<file path="config.mk">
export PLATFORM = sky130hd
export DESIGN_NAME = coalescing_task_scheduler
export DESIGN_NICKNAME = d
export VERILOG_FILES = /design/src/hdl/cts_pkg.sv /design/src/hdl/coalescing_task_scheduler.sv /design/src/hdl/cts_fifo.sv
export SDC_FILE = /design/constraint.sdc
export NUM_CORES = 1
export LEC_CHECK = 0
export BUFFER_PORTS_ARGS = -buffer_cell sky130_fd_sc_hd__buf_4
export CAP_MARGIN = 20
export CORE_AREA = 2 2 192 194
export CTS_CLUSTER_DIAMETER = 200
export CTS_CLUSTER_SIZE = 40
export DETAILED_ROUTE_END_ITERATION = 12
export DIE_AREA = 0 0 194 196
export HOLD_SLACK_MARGIN = 0.05
export MAX_ROUTING_LAYER = met4
export PLACE_DENSITY = 0.83
export SLEW_MARGIN = 40
export SYNTH_ARGS = -nofsm -noshare
export SYNTH_HDL_FRONTEND = slang
export SYNTH_SLANG_ARGS = --single-unit
</file>
<file path="constraint.sdc">
create_clock -name clk -period 9.8 [get_ports clk]
set_input_delay 1.96 -clock clk [delete_from_list [all_inputs] [get_ports clk]]
set_output_delay 1.96 -clock clk [all_outputs]
set_load 0.02 [all_outputs]
</file>
<file path="src/hdl/cts_pkg.sv">
// Shared widths, opcodes, status codes and task state codes for the task scheduler.
`default_nettype none

package cts_pkg;

    // Fixed field widths of the request and response beats
    localparam int OP_W     = 2;
    localparam int ID_W     = 6;
    localparam int STATUS_W = 4;
    localparam int STATE_W  = 2;

    // Largest table that a 6-bit id can address
    localparam int ID_SPACE = 1 << ID_W;

    // Default number of task ids
    localparam int NUM_TASKS_DEF = 64;

    typedef enum logic [OP_W-1:0] {
        OP_SCHEDULE = 2'd0,
        OP_START    = 2'd1,
        OP_FINISH   = 2'd2,
        OP_QUERY    = 2'd3
    } opcode_t;

    typedef enum logic [STATUS_W-1:0] {
        ST_RERUN_MARKED = 4'd0,
        ST_QUEUED       = 4'd1,
        ST_ALREADY      = 4'd2,
        ST_STARTED      = 4'd3,
        ST_QUEUE_EMPTY  = 4'd4,
        ST_FINISHED     = 4'd5,
        ST_RERUN        = 4'd6,
        ST_WORKER_BUSY  = 4'd7,
        ST_NOTHING_RUN  = 4'd8,
        ST_QUERY        = 4'd9
    } status_t;

    typedef enum logic [STATE_W-1:0] {
        TS_IDLE   = 2'd0,
        TS_QUEUED = 2'd1,
        TS_EXEC   = 2'd2,
        TS_RERUN  = 2'd3
    } task_state_t;

endpackage

`default_nettype wire

</file>
<file path="src/hdl/coalescing_task_scheduler.sv">
// Top level of the coalescing task scheduler: state table, worker slot and response buffer.
// Each request beat (opcode, task_id) is handled in the cycle it is accepted and
// answered by exactly one response beat (status, result_id, task_state) via the response
// register; one request per cycle is sustained while req_stall is low, limited by the
// update of the per-task queued flags, the worker slot and the id FIFO pointers. A response
// register plus a one-entry skid buffer let a request be taken while an earlier
// response waits; req_stall rises only when both are full. The running task's
// state (executing or rerun pending) lives in the worker slot, while each other
// id is either queued or idle, so reset clears everything at once with no clearing
// pass. Ids at or above NUM_TASKS name no task.
`default_nettype none

module coalescing_task_scheduler
    import cts_pkg::*;
#(
    parameter int NUM_TASKS = NUM_TASKS_DEF
) (
    input  wire logic                clk,
    input  wire logic                rst_n,
    input  wire logic                req_valid,
    output logic                     req_stall,
    input  wire logic [OP_W-1:0]     opcode,
    input  wire logic [ID_W-1:0]     task_id,
    output logic                     rsp_valid,
    input  wire logic                rsp_stall,
    output logic      [STATUS_W-1:0] status,
    output logic      [ID_W-1:0]     result_id,
    output logic      [STATE_W-1:0]  task_state
);

    // Only ids that fit the id field can ever be used
    localparam int TABLE_SIZE = (NUM_TASKS < ID_SPACE) ? NUM_TASKS : ID_SPACE;
    localparam int IDX_W      = $clog2(TABLE_SIZE);

    typedef struct packed {
        status_t         status;
        logic [ID_W-1:0] id;
        task_state_t     state;
    } rsp_t;

    logic [TABLE_SIZE-1:0] queued_reg;
    logic                  running_valid_reg;
    logic                  rerun_reg;
    logic [IDX_W-1:0]      running_id_reg;

    rsp_t rsp_reg;
    rsp_t skid_reg;
    logic rsp_valid_reg;
    logic skid_valid_reg;

    logic             accept;
    logic             id_ok;
    logic [IDX_W-1:0] req_idx;
    logic             running_hit;
    logic             queued_hit;
    task_state_t      run_state;
    logic [IDX_W-1:0] fifo_head;
    logic             fifo_empty;
    logic             fifo_full;

    logic do_push;
    logic do_start;
    logic do_mark_rerun;
    logic do_rerun;
    logic do_stop;
    rsp_t rsp_new;

    assign accept    = req_valid && !req_stall;
    assign req_stall = skid_valid_reg;

    // Lookup of the requested id
    assign id_ok       = (32'(task_id) < NUM_TASKS);
    assign req_idx     = task_id[IDX_W-1:0];
    assign running_hit = running_valid_reg && (ID_W'(running_id_reg) == task_id);
    assign queued_hit  = queued_reg[req_idx];
    assign run_state   = rerun_reg ? TS_RERUN : TS_EXEC;

    // Queued ids in arrival order
    cts_fifo #(
        .DEPTH  (TABLE_SIZE),
        .DATA_W (IDX_W)
    ) u_fifo (
        .clk       (clk),
        .rst_n     (rst_n),
        .push      (do_push),
        .push_data (req_idx),
        .pop       (do_start),
        .head_data (fifo_head),
        .empty     (fifo_empty),
        .full      (fifo_full)
    );

    // Opcode decode: response and state update controls
    always_comb
    begin
        do_push       = 1'b0;
        do_start      = 1'b0;
        do_mark_rerun = 1'b0;
        do_rerun      = 1'b0;
        do_stop       = 1'b0;
        rsp_new       = '{status: ST_QUERY, id: task_id, state: TS_IDLE};
        unique case (opcode_t'(opcode))
            OP_SCHEDULE:
            begin
                rsp_new.status = ST_ALREADY;
                if (id_ok)
                begin
                    if (running_hit)
                    begin
                        rsp_new.state = TS_RERUN;
                        if (!rerun_reg)
                        begin
                            rsp_new.status = ST_RERUN_MARKED;
                            do_mark_rerun  = accept;
                        end
                    end
                    else if (queued_hit)
                    begin
                        rsp_new.state = TS_QUEUED;
                    end
                    else if (!fifo_full)
                    begin
                        rsp_new.status = ST_QUEUED;
                        rsp_new.state  = TS_QUEUED;
                        do_push        = accept;
                    end
                end
            end
            OP_START:
            begin
                if (running_valid_reg)
                begin
                    rsp_new = '{status: ST_WORKER_BUSY, id: ID_W'(running_id_reg),
                                state: run_state};
                end
                else if (fifo_empty)
                begin
                    rsp_new = '{status: ST_QUEUE_EMPTY, id: '0, state: TS_IDLE};
                end
                else
                begin
                    rsp_new  = '{status: ST_STARTED, id: ID_W'(fifo_head), state: TS_EXEC};
                    do_start = accept;
                end
            end
            OP_FINISH:
            begin
                if (!running_valid_reg)
                begin
                    rsp_new = '{status: ST_NOTHING_RUN, id: '0, state: TS_IDLE};
                end
                else if (rerun_reg)
                begin
                    rsp_new  = '{status: ST_RERUN, id: ID_W'(running_id_reg), state: TS_EXEC};
                    do_rerun = accept;
                end
                else
                begin
                    rsp_new = '{status: ST_FINISHED, id: ID_W'(running_id_reg), state: TS_IDLE};
                    do_stop = accept;
                end
            end
            OP_QUERY:
            begin
                if (id_ok)
                begin
                    if (running_hit)
                    begin
                        rsp_new.state = run_state;
                    end
                    else if (queued_hit)
                    begin
                        rsp_new.state = TS_QUEUED;
                    end
                end
            end
            default:
            begin
                rsp_new = '{status: ST_QUERY, id: task_id, state: TS_IDLE};
            end
        endcase
    end

    // Queued flags and worker slot
    always_ff @(posedge clk or negedge rst_n)
    begin
        if (!rst_n)
        begin
            queued_reg        <= '0;
            running_valid_reg <= 1'b0;
            rerun_reg         <= 1'b0;
            running_id_reg    <= '0;
        end
        else
        begin
            if (do_push)
            begin
                queued_reg[req_idx] <= 1'b1;
            end
            if (do_start)
            begin
                queued_reg[fifo_head] <= 1'b0;
                running_id_reg        <= fifo_head;
                running_valid_reg     <= 1'b1;
                rerun_reg             <= 1'b0;
            end
            if (do_mark_rerun)
            begin
                rerun_reg <= 1'b1;
            end
            if (do_rerun)
            begin
                rerun_reg <= 1'b0;
            end
            if (do_stop)
            begin
                running_valid_reg <= 1'b0;
            end
        end
    end

    // Response valid flags: output register backed by a one-entry skid
    always_ff @(posedge clk or negedge rst_n)
    begin
        if (!rst_n)
        begin
            rsp_valid_reg  <= 1'b0;
            skid_valid_reg <= 1'b0;
        end
        else if (!rsp_valid_reg || !rsp_stall)
        begin
            rsp_valid_reg  <= skid_valid_reg || accept;
            skid_valid_reg <= 1'b0;
        end
        else if (accept)
        begin
            skid_valid_reg <= 1'b1;
        end
    end

    // Response payload
    always_ff @(posedge clk)
    begin
        if (!rsp_valid_reg || !rsp_stall)
        begin
            rsp_reg <= skid_valid_reg ? skid_reg : rsp_new;
        end
        else if (accept)
        begin
            skid_reg <= rsp_new;
        end
    end

    assign rsp_valid  = rsp_valid_reg;
    assign status     = rsp_reg.status;
    assign result_id  = rsp_reg.id;
    assign task_state = rsp_reg.state;

endmodule

`default_nettype wire

</file>
<file path="src/hdl/cts_fifo.sv">
// Show-ahead FIFO of queued task ids with a registered head entry.
`default_nettype none

module cts_fifo #(
    parameter int DEPTH  = 64,
    parameter int DATA_W = 6
) (
    input  wire logic              clk,
    input  wire logic              rst_n,
    input  wire logic              push,
    input  wire logic [DATA_W-1:0] push_data,
    input  wire logic              pop,
    output logic      [DATA_W-1:0] head_data,
    output logic                   empty,
    output logic                   full
);

    localparam int PTR_W = $clog2(DEPTH);
    localparam int CNT_W = $clog2(DEPTH + 1);

    logic [DATA_W-1:0] mem [DEPTH];
    logic [PTR_W-1:0]  head_reg;
    logic [PTR_W-1:0]  head_next;
    logic [PTR_W-1:0]  tail_reg;
    logic [PTR_W-1:0]  tail_next;
    logic [CNT_W-1:0]  count_reg;
    logic [CNT_W-1:0]  count_next;
    logic [DATA_W-1:0] head_data_reg;

    // Pointer advance with wrap at the depth
    always_comb
    begin
        head_next  = head_reg;
        tail_next  = tail_reg;
        count_next = count_reg;
        if (pop)
        begin
            head_next  = (head_reg == PTR_W'(DEPTH - 1)) ? '0 : head_reg + 1'b1;
            count_next = count_reg - 1'b1;
        end
        if (push)
        begin
            tail_next  = (tail_reg == PTR_W'(DEPTH - 1)) ? '0 : tail_reg + 1'b1;
            count_next = count_reg + 1'b1;
        end
    end

    // Storage write and head prefetch; a push into the next head slot bypasses
    always_ff @(posedge clk)
    begin
        if (push)
        begin
            mem[tail_reg] <= push_data;
        end
        if (push && (tail_reg == head_next))
        begin
            head_data_reg <= push_data;
        end
        else
        begin
            head_data_reg <= mem[head_next];
        end
    end

    // Pointers and fill count
    always_ff @(posedge clk or negedge rst_n)
    begin
        if (!rst_n)
        begin
            head_reg  <= '0;
            tail_reg  <= '0;
            count_reg <= '0;
        end
        else
        begin
            head_reg  <= head_next;
            tail_reg  <= tail_next;
            count_reg <= count_next;
        end
    end

    assign head_data = head_data_reg;
    assign empty     = (count_reg == '0);
    assign full      = (count_reg == CNT_W'(DEPTH));

endmodule

`default_nettype wire

</file>
==> impl_metrics.toml <==
[run_status]
status = "finished, final reports clean"

[sta]
crit_path_time_final_ns = 5.87
layout_worst_path_cycle_share_pct = 59.9
report.final.slew_viol_count = 0
fin_setup_tns_ns = 0
timing_hold_violations_final = 0
worst_pin_slew_ns = 0.811
skew_ns = 0.0272
maxSlewHeadroom_pct = 45.9
rsz0062_at_grt = "no"
fmaxAchievable_mhz = 170
setup_viol_count_final = 0

[final_layout]
final_core_utilization_pct = 62.2
post_route_cells_drive_above_1_share_pct = 15.6
max_reg_flops = 384
multi_input_area_um2 = 6260
syn2layout_area_growth_pct = 5.10
layout.cells.most_common = "edfxtp_1"
antenna_cells_inserted = 0
num-nets-final = 1312
seq_area_um2 = 14700
final_cell_mix = "edfxtp_1, mux4_2, nor2_1, dfrtp_1, nor3_1"
fillers = 2465

[floorplan]
ioPinCount = 26
die_h_um = 196
fp.coreArea_um2 = 36100
dieArea_um2 = 38000
effective_utilization_at_floorplan_pct = 59.2
horiz_die_dim_um = 194
total_number_of_placement_rows = 70

[route]
num_vias = 12300
detail-route-antenna-nets = 0
routed_wire_length_per_instance_um = 27.0
detailedRoute.firstPassIterationCount = 6
post-route-drc-count = 0
route.final.wire_length_um = 47700
detail_route.vias_per_cell = 6.96
detail_route.iter0.violations = 1597

[critical_path]
r2r-end = "u_fifo.mem[17][5]"
critical-path-top-delay-family = "simple AND/OR/NAND/NOR gates"
crit_type = "in -> reg"
critical_path.startpoint_type = "input pin"
reg2reg_from = "queued_reg[27]"
cp_slowest_stage_delay_ns = 0.96
ff2ff_path_depth = 8
timing.critical_path.cells = "buf_4 > buf_4 > mux2i_1 > a211oi_1 > o31ai_1 > o2111ai_1 > nor4_4 > nand4_4 > or4b_1 > nor2_1"
critical_path.n_buffers_inverters = 2
worst-path-max-fanout = 43
cp.required_ns = 10.00
critical_path.slowest_cell = "or4b_1"
worstSetupEndpointType = "register"
ff_to_ff_setup_slack_ns = 5.37
cp_common_cell = "buf_4"
crit_arrival_ns = 6.07

[global_route]
number_of_global_route_vias_before_repair = 11900
wire_length_of_the_first_global_routing_pass_um = 73100
antenna_found_initial = 0
grt_start_max_net_pins = 94
grt.total_usage_pct = 25.9
globalRouteOverflowTotal = 0

[cts]
post_cts_buffers = 0
path_clk_slew_ns = 0.14
clk_root_buffer_cell = "clkbuf_16"
tritoncts.num_buffers = 16
clock_sinks = 507
clk_path_buf_depth = 3
worstSkewPairLatency_ns = 0.55
postCtsResizedCells = 0
ctsHtreeMaxLevel = 1
tritoncts = "built"
number_of_hold_buffers_added_after_cts = 0

[synthesis]
number_of_warnings_issued_by_yosys = 0
synth_cell_types = 74
synth_top_flop_cell = "edfxtp_1"
syn-mean-instance-area_um2 = 16.3
mappedNetlistNets = 1339
synth_cells = 1314
netlist_area_um2 = 21400
ys_seq_elements = 507
ys_async_sr_fraction_pct = 18.3
synth_seq_area_share_pct = 68.8
synth-edff-count = 408

[hold_path]
worst_hold_path_type = "reg -> reg"
worstHoldPathCells = 1
hold_path.startpoint = "u_fifo.head_reg[4]"

[power_and_ir_drop]
leakagePower_nw = 7.28
worst_ir_drop_vdd_mv = 0.166
p_per_area_nw_per_um2 = 212

[placement]
detailedPlacementHpwl_um = 29700
port_buffers = 25
place.gp.congestion = 0.887

[run]
max_cap_violations = 0
## routing by layer
layer	wire length [um]	vias to the layer above	global-route usage, %
met5	0	-	-
met1	19000	6202	37.5
met2	22400	842	39.2
met4	1440	0	7.30
li1	-	5120	-
met3	4860	116	3.66
## cells by family (layout without fill, tap and decap cells)
logic type | count (synthesis) | after routing | share of synthesized area [%]
xor+xnor | 16 | 16 | 0.656
mux | 150 | 150 | 13.1
compound gates | 198 | 198 | 6.90
flops | 507 | 507 | 68.8
simple gates | 326 | 326 | 7.66
fa+ha+maj | 13 | 13 | 0.797
buf+inv | 104 | 86 | 2.09
## final cells by class
cell class,instances,area share [%]
well taps,468,2.61
multi-input cells,703,27.9
flip-flops and latches,507,65.5
clock buffers,26,2.05
inverters,17,0.284
repair buffers,42,1.54
clock inverters,1,0.0725
## how the worst max path moves through the flow
stage,end,cells past startpoint,slack (ns),start
2_1_floorplan,u_fifo.count_reg[6],18,4.04,task_id[2]
3_3_place_gp,u_fifo.mem[41][4],10,3.28,task_id[1]
3_5_place_dp,u_fifo.mem[17][3],10,3.27,task_id[2]
4_1_cts,u_fifo.mem[17][4],10,3.84,task_id[2]
5_1_grt,u_fifo.mem[17][3],10,3.68,task_id[1]
6_report,u_fifo.mem[17][5],10,3.93,task_id[1]
## power breakdown
group | total (mW) | switching [mW] | internal [mW]
combinational | 1.27 | 0.704 | 0.571
clock | 0.925 | 0.591 | 0.334
sequential | 2.55 | 0.133 | 2.42
## synth_stat cells, types with 8 or more instances
| library cell | count | area share, % |
|---|---|---|
| a21oi_1 | 23 | 0.54 |
| mux2i_1 | 31 | 1.5 |
| nor2b_1 | 12 | 0.35 |
| edfxtp_1 | 408 | 57 |
| xnor2_1 | 10 | 0.41 |
| and2_1 | 10 | 0.29 |
| o21ai_0 | 23 | 0.54 |
| a22oi_1 | 11 | 0.39 |
| buf_1 | 18 | 0.32 |
| mux4_2 | 101 | 11 |
| mux2_2 | 10 | 0.53 |
| nor3_1 | 67 | 1.6 |
| buf_2 | 21 | 0.49 |
| nand2b_1 | 8 | 0.23 |
| a31oi_1 | 11 | 0.32 |
| inv_1 | 15 | 0.26 |
| nand3_1 | 20 | 0.47 |
| nor2_1 | 95 | 1.7 |
| ha_1 | 12 | 0.70 |
| clkbuf_1 | 40 | 0.70 |
| dfrtp_1 | 93 | 11 |
| nand3b_1 | 12 | 0.42 |
| a2bb2oi_1 | 62 | 2.5 |
| a22o_1 | 8 | 0.33 |
| nand2_1 | 57 | 1.0 |
## through the flow
stage | hold WS, ns | worst slack (ns) | total power, mW | instances | cell area, um2
finish | 0.523 | 3.93 | 4.75 | 1764 | 22400
global route | 0.539 | 3.68 | 4.92 | 1764 | 22400
CTS | 0.510 | 3.84 | 4.74 | 1763 | 22400
detailed placement | 0.488 | 3.27 | 3.84 | 1736 | 21900
global placement | 0.481 | 3.28 | 3.81 | 1735 | 21900
floorplan | 0.454 | 4.04 | 3.48 | 1314 | 21400
## worst register-to-register path: cells and delay by family (launching register included)
| kind | cells | cell delay, ns |
|---|---|---|
| and+or+nand+nor | 4 | 2.44 |
| muxes | 2 | 0.77 |
| AOI/OAI and AO/OA | 2 | 0.50 |
| DFF | 1 | 0.40 |
(Power assumes the default switching activity.)
